`config.mk`:
```
export PLATFORM = sky130hd
export DESIGN_NAME = priority_queue_with_aging_core
export DESIGN_NICKNAME = d
export VERILOG_FILES = /design/src/rtl/pqa_pkg.sv /design/src/rtl/pqa_ram.sv /design/src/rtl/priority_queue_with_aging_core.sv
export SDC_FILE = /design/constraint.sdc
export NUM_CORES = 2
export LEC_CHECK = 0
export BUFFER_PORTS_ARGS = -buffer_cell sky130_fd_sc_hd__buf_2
export CAP_MARGIN = 40
export CORE_MARGIN = 1.5
export CORE_UTILIZATION = 45
export DETAILED_ROUTE_END_ITERATION = 8
export SLEW_MARGIN = 20
export SYNTH_ARGS = -nofsm -noshare
export SYNTH_HDL_FRONTEND = slang
export SYNTH_HIERARCHICAL = 1
export SYNTH_SLANG_ARGS = --single-unit
```
`constraint.sdc`:
```
create_clock -name clk -period 7.5 [get_ports clk]
set_input_delay 0.75 -clock clk [delete_from_list [all_inputs] [get_ports clk]]
set_output_delay 0.75 -clock clk [all_outputs]
set_load 0.05 [all_outputs]
```
`src/rtl/pqa_pkg.sv`:
```
`timescale 1ns / 1ps
`default_nettype none

package pqa_pkg;

  localparam int SEQ_W       = 32;
  localparam int WORD_W      = 32;
  localparam int PRIO_W      = 2;
  localparam int SERVE_W     = 16;
  localparam int CFG_DATA_W  = 16;
  localparam int IN_TDATA_W  = 40;
  localparam int OUT_TDATA_W = 136;
  localparam int OUT_TUSER_W = 2;

  localparam logic [SERVE_W-1:0] SERVE_MAX = '1;

  typedef enum logic [0:0] {
    REG_AGING_ENABLE    = 1'b0,
    REG_AGING_THRESHOLD = 1'b1
  } cfg_reg_t;

  typedef enum logic [0:0] {
    REQ_PUSH = 1'b0,
    REQ_POP  = 1'b1
  } req_t;

endpackage

`default_nettype wire

```
`src/rtl/pqa_ram.sv`:
```
`timescale 1ns / 1ps
`default_nettype none

module pqa_ram #(
  parameter int WIDTH = 64,
  parameter int DEPTH = 64
) (
  input  wire logic                     clk,
  input  wire logic                     we,
  input  wire logic [$clog2(DEPTH)-1:0] waddr,
  input  wire logic [WIDTH-1:0]         wdata,
  input  wire logic                     re,
  input  wire logic [$clog2(DEPTH)-1:0] raddr,
  output logic      [WIDTH-1:0]         rdata
);

  logic [WIDTH-1:0] mem [DEPTH];

  always_ff @(posedge clk) begin
    if (we) begin
      mem[waddr] <= wdata;
    end
    if (re) begin
      rdata <= mem[raddr];
    end
  end

endmodule

`default_nettype wire

```
`src/rtl/priority_queue_with_aging_core.sv`:
```
`timescale 1ns / 1ps
`default_nettype none

// Timing: a push result and a failed pop result are presented in the cycle after their input
// beat; a successful pop result passes through the read register of the single task memory
// and then the output register. Throughput: an input beat is taken while no pop read is
// pending and the output register is empty or being drained, so one push per cycle under
// that condition; a successful pop blocks input beats while its memory read is pending.
// Reset (rst_n low, synchronous) empties all levels and clears sequence, serve and
// promotion counters; aging is off and the threshold is 1. No memory clearing pass.
module priority_queue_with_aging_core #(
  parameter int LEVEL_DEPTH     = 16,
  parameter int PRIORITY_LEVELS = 3,
  parameter int PAYLOAD_WIDTH   = 32
) (
  input  wire logic                                clk,
  input  wire logic                                rst_n,
  // config write channel
  input  wire logic                                cfg_valid,
  output logic                                     cfg_ready,
  input  wire pqa_pkg::cfg_reg_t                   cfg_index,
  input  wire logic [pqa_pkg::CFG_DATA_W-1:0]      cfg_data,
  // request stream
  input  wire logic                                in_tvalid,
  output logic                                     in_tready,
  input  wire logic                                in_tuser,  // [0] req_type
  input  wire logic [pqa_pkg::IN_TDATA_W-1:0]      in_tdata,  // [1:0] task_priority,
                                                              // [33:2] task_payload
  // result stream
  output logic                                     out_tvalid,
  input  wire logic                                out_tready,
  output logic      [pqa_pkg::OUT_TUSER_W-1:0]     out_tuser, // [0] ok, [1] promoted
  output logic      [pqa_pkg::OUT_TDATA_W-1:0]     out_tdata  // [31:0] out_payload,
                                                              // [33:32] out_priority,
                                                              // [65:34] out_sequence,
                                                              // [97:66] served_total,
                                                              // [129:98] promotions_total
);

  import pqa_pkg::*;

  localparam int LW     = (PRIORITY_LEVELS > 1) ? $clog2(PRIORITY_LEVELS) : 1;
  localparam int SW     = $clog2(LEVEL_DEPTH);
  localparam int CW     = $clog2(LEVEL_DEPTH + 1);
  localparam int AW     = LW + SW;
  localparam int MDEPTH = PRIORITY_LEVELS * (2 ** SW);
  localparam int MW     = SEQ_W + PAYLOAD_WIDTH;

  localparam logic [CW-1:0] FULL_CNT  = CW'(LEVEL_DEPTH);
  localparam logic [SW-1:0] LAST_SLOT = SW'(LEVEL_DEPTH - 1);

  // per-level ring pointers and fill counts
  logic [SW-1:0] head_r  [PRIORITY_LEVELS];
  logic [SW-1:0] head_nxt[PRIORITY_LEVELS];
  logic [SW-1:0] tail_r  [PRIORITY_LEVELS];
  logic [SW-1:0] tail_nxt[PRIORITY_LEVELS];
  logic [CW-1:0] cnt_r   [PRIORITY_LEVELS];
  logic [CW-1:0] cnt_nxt [PRIORITY_LEVELS];

  logic [SEQ_W-1:0]   seq_r, seq_nxt;
  logic [SERVE_W-1:0] serves_r, serves_nxt;
  logic [WORD_W-1:0]  served_r, served_nxt;
  logic [WORD_W-1:0]  promo_cnt_r, promo_cnt_nxt;
  logic               aging_en_r, aging_en_nxt;
  logic [SERVE_W-1:0] thr_r, thr_nxt;
  logic               rd_pend_r, rd_pend_nxt;

  logic               out_valid_r, out_valid_nxt;
  logic               out_ok_r, out_ok_nxt;
  logic               out_promo_r, out_promo_nxt;
  logic [WORD_W-1:0]  out_pay_r, out_pay_nxt;
  logic [PRIO_W-1:0]  out_prio_r, out_prio_nxt;
  logic [SEQ_W-1:0]   out_seq_r, out_seq_nxt;
  logic [WORD_W-1:0]  out_served_r, out_served_nxt;
  logic [WORD_W-1:0]  out_promos_r, out_promos_nxt;

  logic          ram_we, ram_re;
  logic [AW-1:0] ram_waddr, ram_raddr;
  logic [MW-1:0] ram_wdata, ram_rdata;

  logic               in_accept;
  logic [PRIO_W-1:0]  in_prio;
  logic [WORD_W-1:0]  in_pay;
  logic [SERVE_W-1:0] thr_eff;
  logic               aging_due;
  logic               norm_hit, age_hit, pop_hit, pop_promo;
  logic [LW-1:0]      norm_lvl, age_lvl, pop_lvl, push_lvl;
  logic               prio_ok, push_ok;
  logic [CW-1:0]      push_cnt;
  logic [SW-1:0]      push_tail, pop_head;

  assign cfg_ready  = 1'b1;
  assign in_tready  = !rd_pend_r && (!out_valid_r || out_tready);
  assign in_accept  = in_tvalid && in_tready;
  assign in_prio    = in_tdata[PRIO_W-1:0];
  assign in_pay     = in_tdata[PRIO_W +: WORD_W];

  assign out_tvalid = out_valid_r;
  assign out_tuser  = {out_promo_r, out_ok_r};
  assign out_tdata  = {6'd0, out_promos_r, out_served_r, out_seq_r, out_prio_r, out_pay_r};

  pqa_ram #(
    .WIDTH(MW),
    .DEPTH(MDEPTH)
  ) u_task_ram (
    .clk  (clk),
    .we   (ram_we),
    .waddr(ram_waddr),
    .wdata(ram_wdata),
    .re   (ram_re),
    .raddr(ram_raddr),
    .rdata(ram_rdata)
  );

  // level selection
  always_comb begin
    thr_eff   = (thr_r == '0) ? SERVE_W'(1) : thr_r;
    aging_due = aging_en_r && (serves_r >= thr_eff);

    // lowest occupied level wins on the normal path
    norm_hit = 1'b0;
    norm_lvl = '0;
    for (int l = PRIORITY_LEVELS - 1; l >= 0; l--) begin
      if (cnt_r[l] != '0) begin
        norm_hit = 1'b1;
        norm_lvl = LW'(l);
      end
    end

    // highest occupied level above 0 wins on promotion
    age_hit = 1'b0;
    age_lvl = '0;
    for (int l = 1; l < PRIORITY_LEVELS; l++) begin
      if (cnt_r[l] != '0) begin
        age_hit = 1'b1;
        age_lvl = LW'(l);
      end
    end

    pop_promo = aging_due && age_hit;
    pop_hit   = norm_hit;
    pop_lvl   = pop_promo ? age_lvl : norm_lvl;

    prio_ok  = int'(in_prio) < PRIORITY_LEVELS;
    push_lvl = LW'(in_prio);
    push_cnt  = FULL_CNT;
    push_tail = '0;
    pop_head  = '0;
    for (int l = 0; l < PRIORITY_LEVELS; l++) begin
      if (LW'(l) == push_lvl) begin
        push_cnt  = cnt_r[l];
        push_tail = tail_r[l];
      end
      if (LW'(l) == pop_lvl) begin
        pop_head = head_r[l];
      end
    end
    push_ok = prio_ok && (push_cnt != FULL_CNT);
  end

  always_comb begin
    head_nxt       = head_r;
    tail_nxt       = tail_r;
    cnt_nxt        = cnt_r;
    seq_nxt        = seq_r;
    serves_nxt     = serves_r;
    served_nxt     = served_r;
    promo_cnt_nxt  = promo_cnt_r;
    aging_en_nxt   = aging_en_r;
    thr_nxt        = thr_r;
    rd_pend_nxt    = 1'b0;
    out_valid_nxt  = out_valid_r && !out_tready;
    out_ok_nxt     = out_ok_r;
    out_promo_nxt  = out_promo_r;
    out_pay_nxt    = out_pay_r;
    out_prio_nxt   = out_prio_r;
    out_seq_nxt    = out_seq_r;
    out_served_nxt = out_served_r;
    out_promos_nxt = out_promos_r;
    ram_we         = 1'b0;
    ram_waddr      = {push_lvl, push_tail};
    ram_wdata      = {seq_r + SEQ_W'(1), in_pay[PAYLOAD_WIDTH-1:0]};
    ram_re         = 1'b0;
    ram_raddr      = {pop_lvl, pop_head};

    if (cfg_valid && cfg_ready) begin
      unique case (cfg_index)
        REG_AGING_ENABLE:    aging_en_nxt = cfg_data[0];
        REG_AGING_THRESHOLD: thr_nxt      = cfg_data;
        default: ;
      endcase
    end

    // task word of a pop lands in the cycle after its read
    if (rd_pend_r) begin
      out_valid_nxt = 1'b1;
      out_pay_nxt   = WORD_W'(ram_rdata[PAYLOAD_WIDTH-1:0]);
      out_seq_nxt   = ram_rdata[PAYLOAD_WIDTH +: SEQ_W];
    end

    if (in_accept) begin
      out_pay_nxt   = '0;
      out_prio_nxt  = '0;
      out_seq_nxt   = '0;
      out_promo_nxt = 1'b0;
      if (in_tuser == REQ_PUSH) begin
        out_valid_nxt = 1'b1;
        out_ok_nxt    = push_ok;
        if (push_ok) begin
          seq_nxt     = seq_r + SEQ_W'(1);
          out_seq_nxt = seq_r + SEQ_W'(1);
          ram_we      = 1'b1;
          for (int l = 0; l < PRIORITY_LEVELS; l++) begin
            if (LW'(l) == push_lvl) begin
              tail_nxt[l] = (tail_r[l] == LAST_SLOT) ? '0 : tail_r[l] + SW'(1);
              cnt_nxt[l]  = cnt_r[l] + CW'(1);
            end
          end
        end
        out_served_nxt = served_r;
        out_promos_nxt = promo_cnt_r;
      end else begin
        out_ok_nxt = pop_hit;
        if (pop_hit) begin
          // hold the beat until the memory returns the task word
          out_valid_nxt = 1'b0;
          rd_pend_nxt   = 1'b1;
          ram_re        = 1'b1;
          out_prio_nxt  = PRIO_W'(pop_lvl);
          out_promo_nxt = pop_promo;
          served_nxt    = served_r + WORD_W'(1);
          if (pop_promo) begin
            promo_cnt_nxt = promo_cnt_r + WORD_W'(1);
            serves_nxt    = '0;
          end else if (serves_r != SERVE_MAX) begin
            serves_nxt = serves_r + SERVE_W'(1);
          end
          for (int l = 0; l < PRIORITY_LEVELS; l++) begin
            if (LW'(l) == pop_lvl) begin
              head_nxt[l] = (head_r[l] == LAST_SLOT) ? '0 : head_r[l] + SW'(1);
              cnt_nxt[l]  = cnt_r[l] - CW'(1);
            end
          end
        end else begin
          out_valid_nxt = 1'b1;
        end
        out_served_nxt = served_nxt;
        out_promos_nxt = promo_cnt_nxt;
      end
    end
  end

  always_ff @(posedge clk) begin
    if (!rst_n) begin
      for (int l = 0; l < PRIORITY_LEVELS; l++) begin
        head_r[l] <= '0;
        tail_r[l] <= '0;
        cnt_r[l]  <= '0;
      end
      seq_r       <= '0;
      serves_r    <= '0;
      served_r    <= '0;
      promo_cnt_r <= '0;
      aging_en_r  <= 1'b0;
      thr_r       <= SERVE_W'(1);
      rd_pend_r   <= 1'b0;
      out_valid_r <= 1'b0;
    end else begin
      head_r      <= head_nxt;
      tail_r      <= tail_nxt;
      cnt_r       <= cnt_nxt;
      seq_r       <= seq_nxt;
      serves_r    <= serves_nxt;
      served_r    <= served_nxt;
      promo_cnt_r <= promo_cnt_nxt;
      aging_en_r  <= aging_en_nxt;
      thr_r       <= thr_nxt;
      rd_pend_r   <= rd_pend_nxt;
      out_valid_r <= out_valid_nxt;
    end
  end

  always_ff @(posedge clk) begin
    out_ok_r     <= out_ok_nxt;
    out_promo_r  <= out_promo_nxt;
    out_pay_r    <= out_pay_nxt;
    out_prio_r   <= out_prio_nxt;
    out_seq_r    <= out_seq_nxt;
    out_served_r <= out_served_nxt;
    out_promos_r <= out_promos_nxt;
  end

  a_read_then_beat: assert property (@(posedge clk) disable iff (!rst_n)
    rd_pend_r |=> out_valid_r)
    else $error("pop read did not produce a result beat");

  a_push_next_cycle: assert property (@(posedge clk) disable iff (!rst_n)
    in_accept && (in_tuser == REQ_PUSH) |=> out_valid_r && !rd_pend_r)
    else $error("push result not presented on the next cycle");

  a_read_from_pop: assert property (@(posedge clk) disable iff (!rst_n)
    rd_pend_r |-> out_ok_r)
    else $error("memory read pending without a successful pop");

  a_promo_from_low: assert property (@(posedge clk) disable iff (!rst_n)
    out_valid_r && out_promo_r |-> out_ok_r && (out_prio_r != '0))
    else $error("promotion served from level 0 or failed");

endmodule

`default_nettype wire
```
### Word-level counts from Yosys, hierarchy flattened

Memories as Yosys holds them, arrays and structs flattened. A register that Yosys moved wholly into a read port is not among the register bits.
Cells that the tools add are included.

| word-level totals | value |
|---|---|
| bits in registers | 302 |
| bits in latches | 0 |
| bits in writable memories | 3,072 |
| bits in read-only memories | 0 |
| bits of input ports | 63 |
| logic and storage cells | 157 |
| memories kept | 1 |

Memories:

| name | depth | width | read ports | clocked after Yosys merged registers in | wr ports | line | source |
|---|---|---|---|---|---|---|---|
| u_task_ram.mem | 48 | 64 | 1 | 1 | 1 | pqa_ram.sv:17 | `logic [WIDTH-1:0] mem [DEPTH];` |

| operators by class | value |
|---|---|
| add/subtract/negate cells | 16 |
| multipliers | 0 |
| div/mod/pow operators | 0 |
| $lt $le $gt $ge | 2 |
| equality and inequality tests | 16 |
| shift operators | 0 |
| multiplexer cells | 60 |
| bitwise operators | 2 |
| reductions and logical operators | 36 |

Operators by type and width:

| kind | count |
|---|---|
| two-way mux 32 bit | 9 |
| adder 32 x 1 -> 32 bit (second input constant) | 3 |
| two-way mux 16 bit | 3 |
| two-way mux 4 bit | 12 |
| two-way mux 15 bit | 3 |
| two-way mux 5 bit | 9 |
| AND reduction 4 bit | 7 |
| adder 4 x 1 -> 4 bit (second input constant) | 6 |
| equality test 4 bit (second input constant) | 6 |
| two-way mux 1 bit | 19 |
| adder 16 x 1 -> 16 bit (second input constant) | 1 |
| >= comparator 16 bit | 1 |
| zero test 16 bit | 1 |
| inequality test 16 bit (second input constant) | 1 |
| adder 5 x 1 -> 5 bit (second input constant) | 3 |
| AND reduction 5 bit | 3 |
| nonzero test 5 bit | 3 |
| subtractor 5 x 1 -> 5 bit (second input constant) | 3 |
| nonzero test 2 bit | 6 |
| two-way mux 2 bit | 5 |
| inequality test 2 x 1 -> 1 bit (second input constant) | 4 |
| logical AND 1 bit | 6 |
| AND reduction 2 bit | 3 |
| inequality test 5 bit (second input constant) | 1 |
| 8 further kinds | 14 |

### Logic depth before layout (Yosys ltp)

| logic depth | value |
|---|---|
| depth after elaboration | 11 |
| depth in mapped cells | 20 |

### Cells and area by module

Netlist, hierarchy kept.

By module, submodules not included:

| module | instances | cells each | area an instance (um^2) |
|---|---|---|---|
| pqa_ram | 1 | 5,157 | 119,154.3 |
| priority_queue_with_aging_core | 1 | 1,543 | 14,586.5 |

### Least setup slack after synthesis

No wires, ideal clock.

| path | value |
|---|---|
| path type | in2reg |
| start | input out_tready |
| end | memory u_task_ram.mem[32][0], enable pin |
| arrival time | 7.331 ns |
| data required time | 6.935 ns |
| slack | -0.396 ns |
| stages on the path | 10 |
| cells stage by stage | o21a_1 -> nand2_1 -> inv_2 -> o211ai_1 -> inv_1 -> clkbuf_1 -> clkbuf_1 -> and3b_1 -> nand2_1 -> nor3_1 |

| on the way | value |
|---|---|
| cells in the longest elaborated chain, start to end | 6 |

RTL lines:

| what | line | source |
|---|---|---|
| start: declaration | priority_queue_with_aging_core.sv:31 | `input wire logic out_tready,` |
| logical OR 1 bit | priority_queue_with_aging_core.sv:93 | `assign in_tready = !rd_pend_r && (!out_valid_r \|\| out_tready);` |
| logical AND 1 bit | priority_queue_with_aging_core.sv:93 |  |
| logical AND 1 bit | priority_queue_with_aging_core.sv:94 | `assign in_accept = in_tvalid && in_tready;` |
| two-way mux 1 bit | priority_queue_with_aging_core.sv:201 | `if (in_accept) begin` |
| named net ram_we | priority_queue_with_aging_core.sv:77 | `logic ram_we, ram_re;` |
| two-way mux 1 bit | pqa_ram.sv:20 | `if (we) begin` |
| two-way mux 1 bit (not written as such) | pqa_ram.sv:21 | `mem[waddr] <= wdata;` |
| end: declaration | pqa_ram.sv:17 |  |

The timed path passes the listed nets, and every way through them passes these cells.

### Worst setup path in the final report

| path | value |
|---|---|
| start | register thr_r[8] |
| end | register u_task_ram.rdata[46] (read register of u_task_ram.mem) (data pin) |

| on the way | value |
|---|---|
| cells in the longest elaborated chain, start to end | 10 |

RTL lines:

| what | line | source |
|---|---|---|
| start: declaration | priority_queue_with_aging_core.sv:65 | `logic [SERVE_W-1:0] thr_r, thr_nxt;` |
| start signal: assignment | priority_queue_with_aging_core.sv:277 | `thr_r <= thr_nxt;` |
| zero test 16 bit | priority_queue_with_aging_core.sv:117 | `thr_eff = (thr_r == '0) ? SERVE_W'(1) : thr_r;` |
| two-way mux 16 bit (*) | priority_queue_with_aging_core.sv:117 |  |
| >= comparator 16 bit (*) | priority_queue_with_aging_core.sv:118 | `aging_due = aging_en_r && (serves_r >= thr_eff);` |
| logical AND 1 bit (*) | priority_queue_with_aging_core.sv:118 |  |
| logical AND 1 bit (*) | priority_queue_with_aging_core.sv:140 | `pop_promo = aging_due && age_hit;` |
| two-way mux 2 bit (*) | priority_queue_with_aging_core.sv:142 | `pop_lvl = pop_promo ? age_lvl : norm_lvl;` |
| zero test 2 bit | priority_queue_with_aging_core.sv:154 | `if (LW'(l) == pop_lvl) begin` |
| two-way mux 4 bit (2 in series) | priority_queue_with_aging_core.sv:154 |  |
| two-way mux 4 bit (*) | priority_queue_with_aging_core.sv:154 |  |
| named net pop_head[0] | priority_queue_with_aging_core.sv:90 | `logic [SW-1:0] push_tail, pop_head;` |
| end: declaration | pqa_ram.sv:14 | `output logic [WIDTH-1:0] rdata` |

Mark *: on every way through the listed nets, which the timed path passes. The rest lies on a longest branch.
A chain may end at the register's enable or synchronous reset.

==> flow_summary_export.csv <==
group,metric,value,unit
clock_network,ctsHoldBuffers,0,
detailed_routing,drc,0,
outcome,status,"completed",
global_routing,grt_pass1_vias,69179,
clock_network,htree_levels,5,
worst_setup_path,crit_end,"u_task_ram/rdata[46]$_DFFE_PP_",
clock_network,cts_sinks,3438,
synth,ys_types,80,
sta,fin_crit_sh,0.777,
sta,whs,0.105,ns
flow_run,maxCapViolCount,0,
synth,yosys-top-cells-area,"edfxtp_1 73%, mux4_2 12%, dfxtp_1 3.0%",
sta,worstMarginPinSlew,0.915,ns
global_routing,track_usage,0.243,
synth,synth-seq-cells,3438,
clock_network,ctsResizeCount,0,
worst_setup_path,crit_path_start,"thr_r[8]$_SDFFE_PN0P_",
sta,rsz0062_at_grt,"no",
pwr,peakVddDrop,0.000214,V
worst_setup_path,cp-end-kind,"flip-flop",
worst_setup_path,crit_path_start_kind,"flip-flop",
clock_network,cts-root-buf,"clkbuf_16",
synth,yosysTopAreaCell,"edfxtp_1",
synth,syn_area,134000,um2
hold_path,min_path_type,"primary input to flip-flop",
clock_network,clock_path_buffers,4,
detailed_routing,ant_nets,0,
synth,synthCells,6700,
synth,synth_top_area_share,0.727,
worst_setup_path,rr_endpoint,"u_task_ram/rdata[46]$_DFFE_PP_",
placed_design,gp_congestion,0.789,
sta,fmax,0.172,GHz
clock_network,clkTransAtPathRegs,0.06,ns
detailed_routing,vias,69780,
worst_setup_path,r2r-start,"thr_r[8]$_SDFFE_PN0P_",
floorplanning,initial_utilization,0.454,
detailed_routing,firstDrtPassIters,8,
sta,relSlewSlack,0.390,
worst_setup_path,required,8.16,ns
sta,fin_crit,5.83,ns
worst_setup_path,worstPathArrival,6.49,ns
sta,fin_tns_setup,0,ns
floorplanning,die_w,548,um
clock_network,cts_tree,"built",
floorplanning,die_h,548,um
detailed_routing,viasPerCell,6.12,
detailed_routing,wl_per_cell,32.3,um
global_routing,grt_max_degree,85,
floorplanning,die-area,300000,um2
synth,yosys_most_used_dff,"edfxtp_1",
floorplanning,rows,199,
layout,synthToLayoutAreaGrowth,15.2,%
worst_setup_path,rr_worst_depth,17,
floorplanning,coreArea,295000,um2
synth,async_flop_share,0,
worst_setup_path,rrSetupSlack,1.67,ns
worst_setup_path,critPathMaxFanout,19,
global_routing,grt_pass1_wl,517,mm
layout,multi_input_comb_area,31200,um2
sta,fin_skew,0.0738,ns
global_routing,antenna_found_initial,10,
sta,drv_slew,0,
detailed_routing,wl,368,mm
sta,setup_viol,0,
layout,ff_latch_area,101000,um2
clock_network,post-cts-setup-buffers,0,
global_routing,grt_overflow,0,
worst_setup_path,worstSetupPathType,"flip-flop to flip-flop",
synth,avgSynthCellArea,20.0,um2
detailed_routing,drt_iter0_markers,8076,
synth,synth_edf_count,3236,
sta,hold_viol_final,0,
synth,ys_warn_count,6,
pwr,p_per_area,283,nW/um2
clock_network,clk_latency,0.95,ns
synth,seq_area_frac_synth,0.757,
clock_network,cts_made_buffers,355,
pwr,p_leak,50.5,nW
layout,n_fill_cell,23115,
layout,drive_gt1_frac,0.244,
placed_design,portBuffers,190,
layout,final_util,0.523,
layout,nets,7272,
placed_design,detailed_place_hpwl,197,mm
floorplanning,boundaryPins,204,
[report_power, final]
part	total [mW]	switching [mW]	internal, mW
Combinational	4.54	2.79	1.76
Sequential	21.4	0.141	21.2
Clock	17.7	7.51	10.2
[registers in the layout (all words and copies together), names as in the netlist, 15 cells and up]
signal	count
out_served_r	32
served_r	32
u_task_ram/rdata	64
cnt_r	15
seq_r	32
thr_r	16
u_task_ram/mem	3072
out_seq_r	32
out_pay_r	32
out_promos_r	32
promo_cnt_r	32
serves_r	16
[worst min path at each step]
stage | startpoint | depth (start not counted) | endpoint
2_1_floorplan | thr_r[0]$_SDFFE_PN1P_ | 2 | thr_r[0]$_SDFFE_PN1P_
3_3_place_gp | cnt_r[2]$_SDFFE_PN0P_ | 2 | cnt_r[2]$_SDFFE_PN0P_
3_5_place_dp | thr_r[0]$_SDFFE_PN1P_ | 2 | thr_r[0]$_SDFFE_PN1P_
4_1_cts | cfg_data[7] | 3 | thr_r[7]$_SDFFE_PN0P_
5_1_grt | cfg_data[7] | 3 | thr_r[7]$_SDFFE_PN0P_
6_report | cfg_data[7] | 3 | thr_r[7]$_SDFFE_PN0P_
[metrics by stage]
step                      std cells  total power, mW  worst slack, ns  area (um2)
after floorplan                6705             24.8             1.20      134000
after global placement        10674             26.3             1.25      141000
after detailed placement      10727             26.3             1.61      142000
after CTS                     11382             43.9             1.63      154000
after global routing          11391             44.9             1.33      154000
final                         11394             43.6             1.67      154000
[cell usage after synthesis (13+ instances only)]
cell and number:
nor2b_1 21, nor3_1 27, o221ai_1 37, a221oi_1 17
xor2_1 93, mux2i_1 361, ha_1 35, and2_1 46
buf_2 65, nor4_1 13, nand4_1 54, or3_1 59
buf_6 36, o21ai_0 80, dfxtp_1 202, inv_1 45
edfxtp_1 3236, nand2b_1 20, or4_1 17, o22ai_1 107
nand2_1 227, a21oi_1 158, o211ai_1 33, a211o_1 31
a22oi_1 72, nor2_1 233, and3_1 20, xnor2_1 83
mux4_2 700, a22o_1 38, o31ai_1 49, clkbuf_1 190
buf_1 30, nand3_1 89, buf_4 57
[layer usage]
layer,share of wire,track usage,wire length [um]
met1,0.40,0.334,146000
met2,0.49,0.404,181000
met3,0.078,0.0342,28800
met4,0.031,0.0722,11600
met5,0,0,0
[layout by cell type (no fill, tap or decap), types with 58 or more instances in the layout]
cell type and count:
mux4_2 700, clkinv_2 60, mux2i_1 361, nor2_1 186, buf_12 81, dfxtp_1 201
or3_1 58, a21oi_1 158, nand2_1 225, edfxtp_1 3236, buf_2 195, xnor2_1 67
clkinv_1 62, clkbuf_1 86, xor2_1 80, a22oi_1 72, buf_4 173, o22ai_1 107
clkbuf_16 359, nand3_1 89, o21ai_0 78
[cell families (layout without fill, tap and decap cells)]
| family | Yosys count | after routing | synth area share |
|---|---|---|---|
| AOI/OAI and AO/OA | 690 | 690 | 0.0348 |
| adders and majority gates | 38 | 38 | 0.00372 |
| buffers and inverters | 427 | 1191 | 0.0162 |
| muxes | 1065 | 1065 | 0.145 |
| DFF | 3438 | 3438 | 0.757 |
| xor gates and xnor gates | 176 | 176 | 0.0115 |
| other | 2 | 13 | 0.0000562 |
| and+or+nand+nor | 864 | 864 | 0.0316 |
[worst max-delay path: stages (launching register included)]
cell and delay [ns]:
dfxtp_1 0.33, nor4_1 0.36, a41o_1 0.24, ha_1 0.11, nand2b_1 0.09, a2111oi_0 0.09
or4b_4 0.59, a31oi_1 0.47, or2_4 0.52, a221o_4 0.56, buf_16 0.30, buf_12 0.24
buf_4 0.30, mux4_2 0.55, nor2_1 0.15, a2111oi_0 0.09, o31ai_1 0.45, o21ai_1 0.11
[area by class of cell]
cell class	count	share of cell area
Multi-Input combinational cell	2840	0.202
Clock inverter	202	0.0150
Inverter	48	0.00127
Clock buffer	453	0.0611
Timing Repair Buffer	488	0.0315
Antenna cell	6	0.0000974
Sequential cell	3438	0.657
Tap cell	3919	0.0318
No activity file was read; power rests on OpenSTA's default activity.
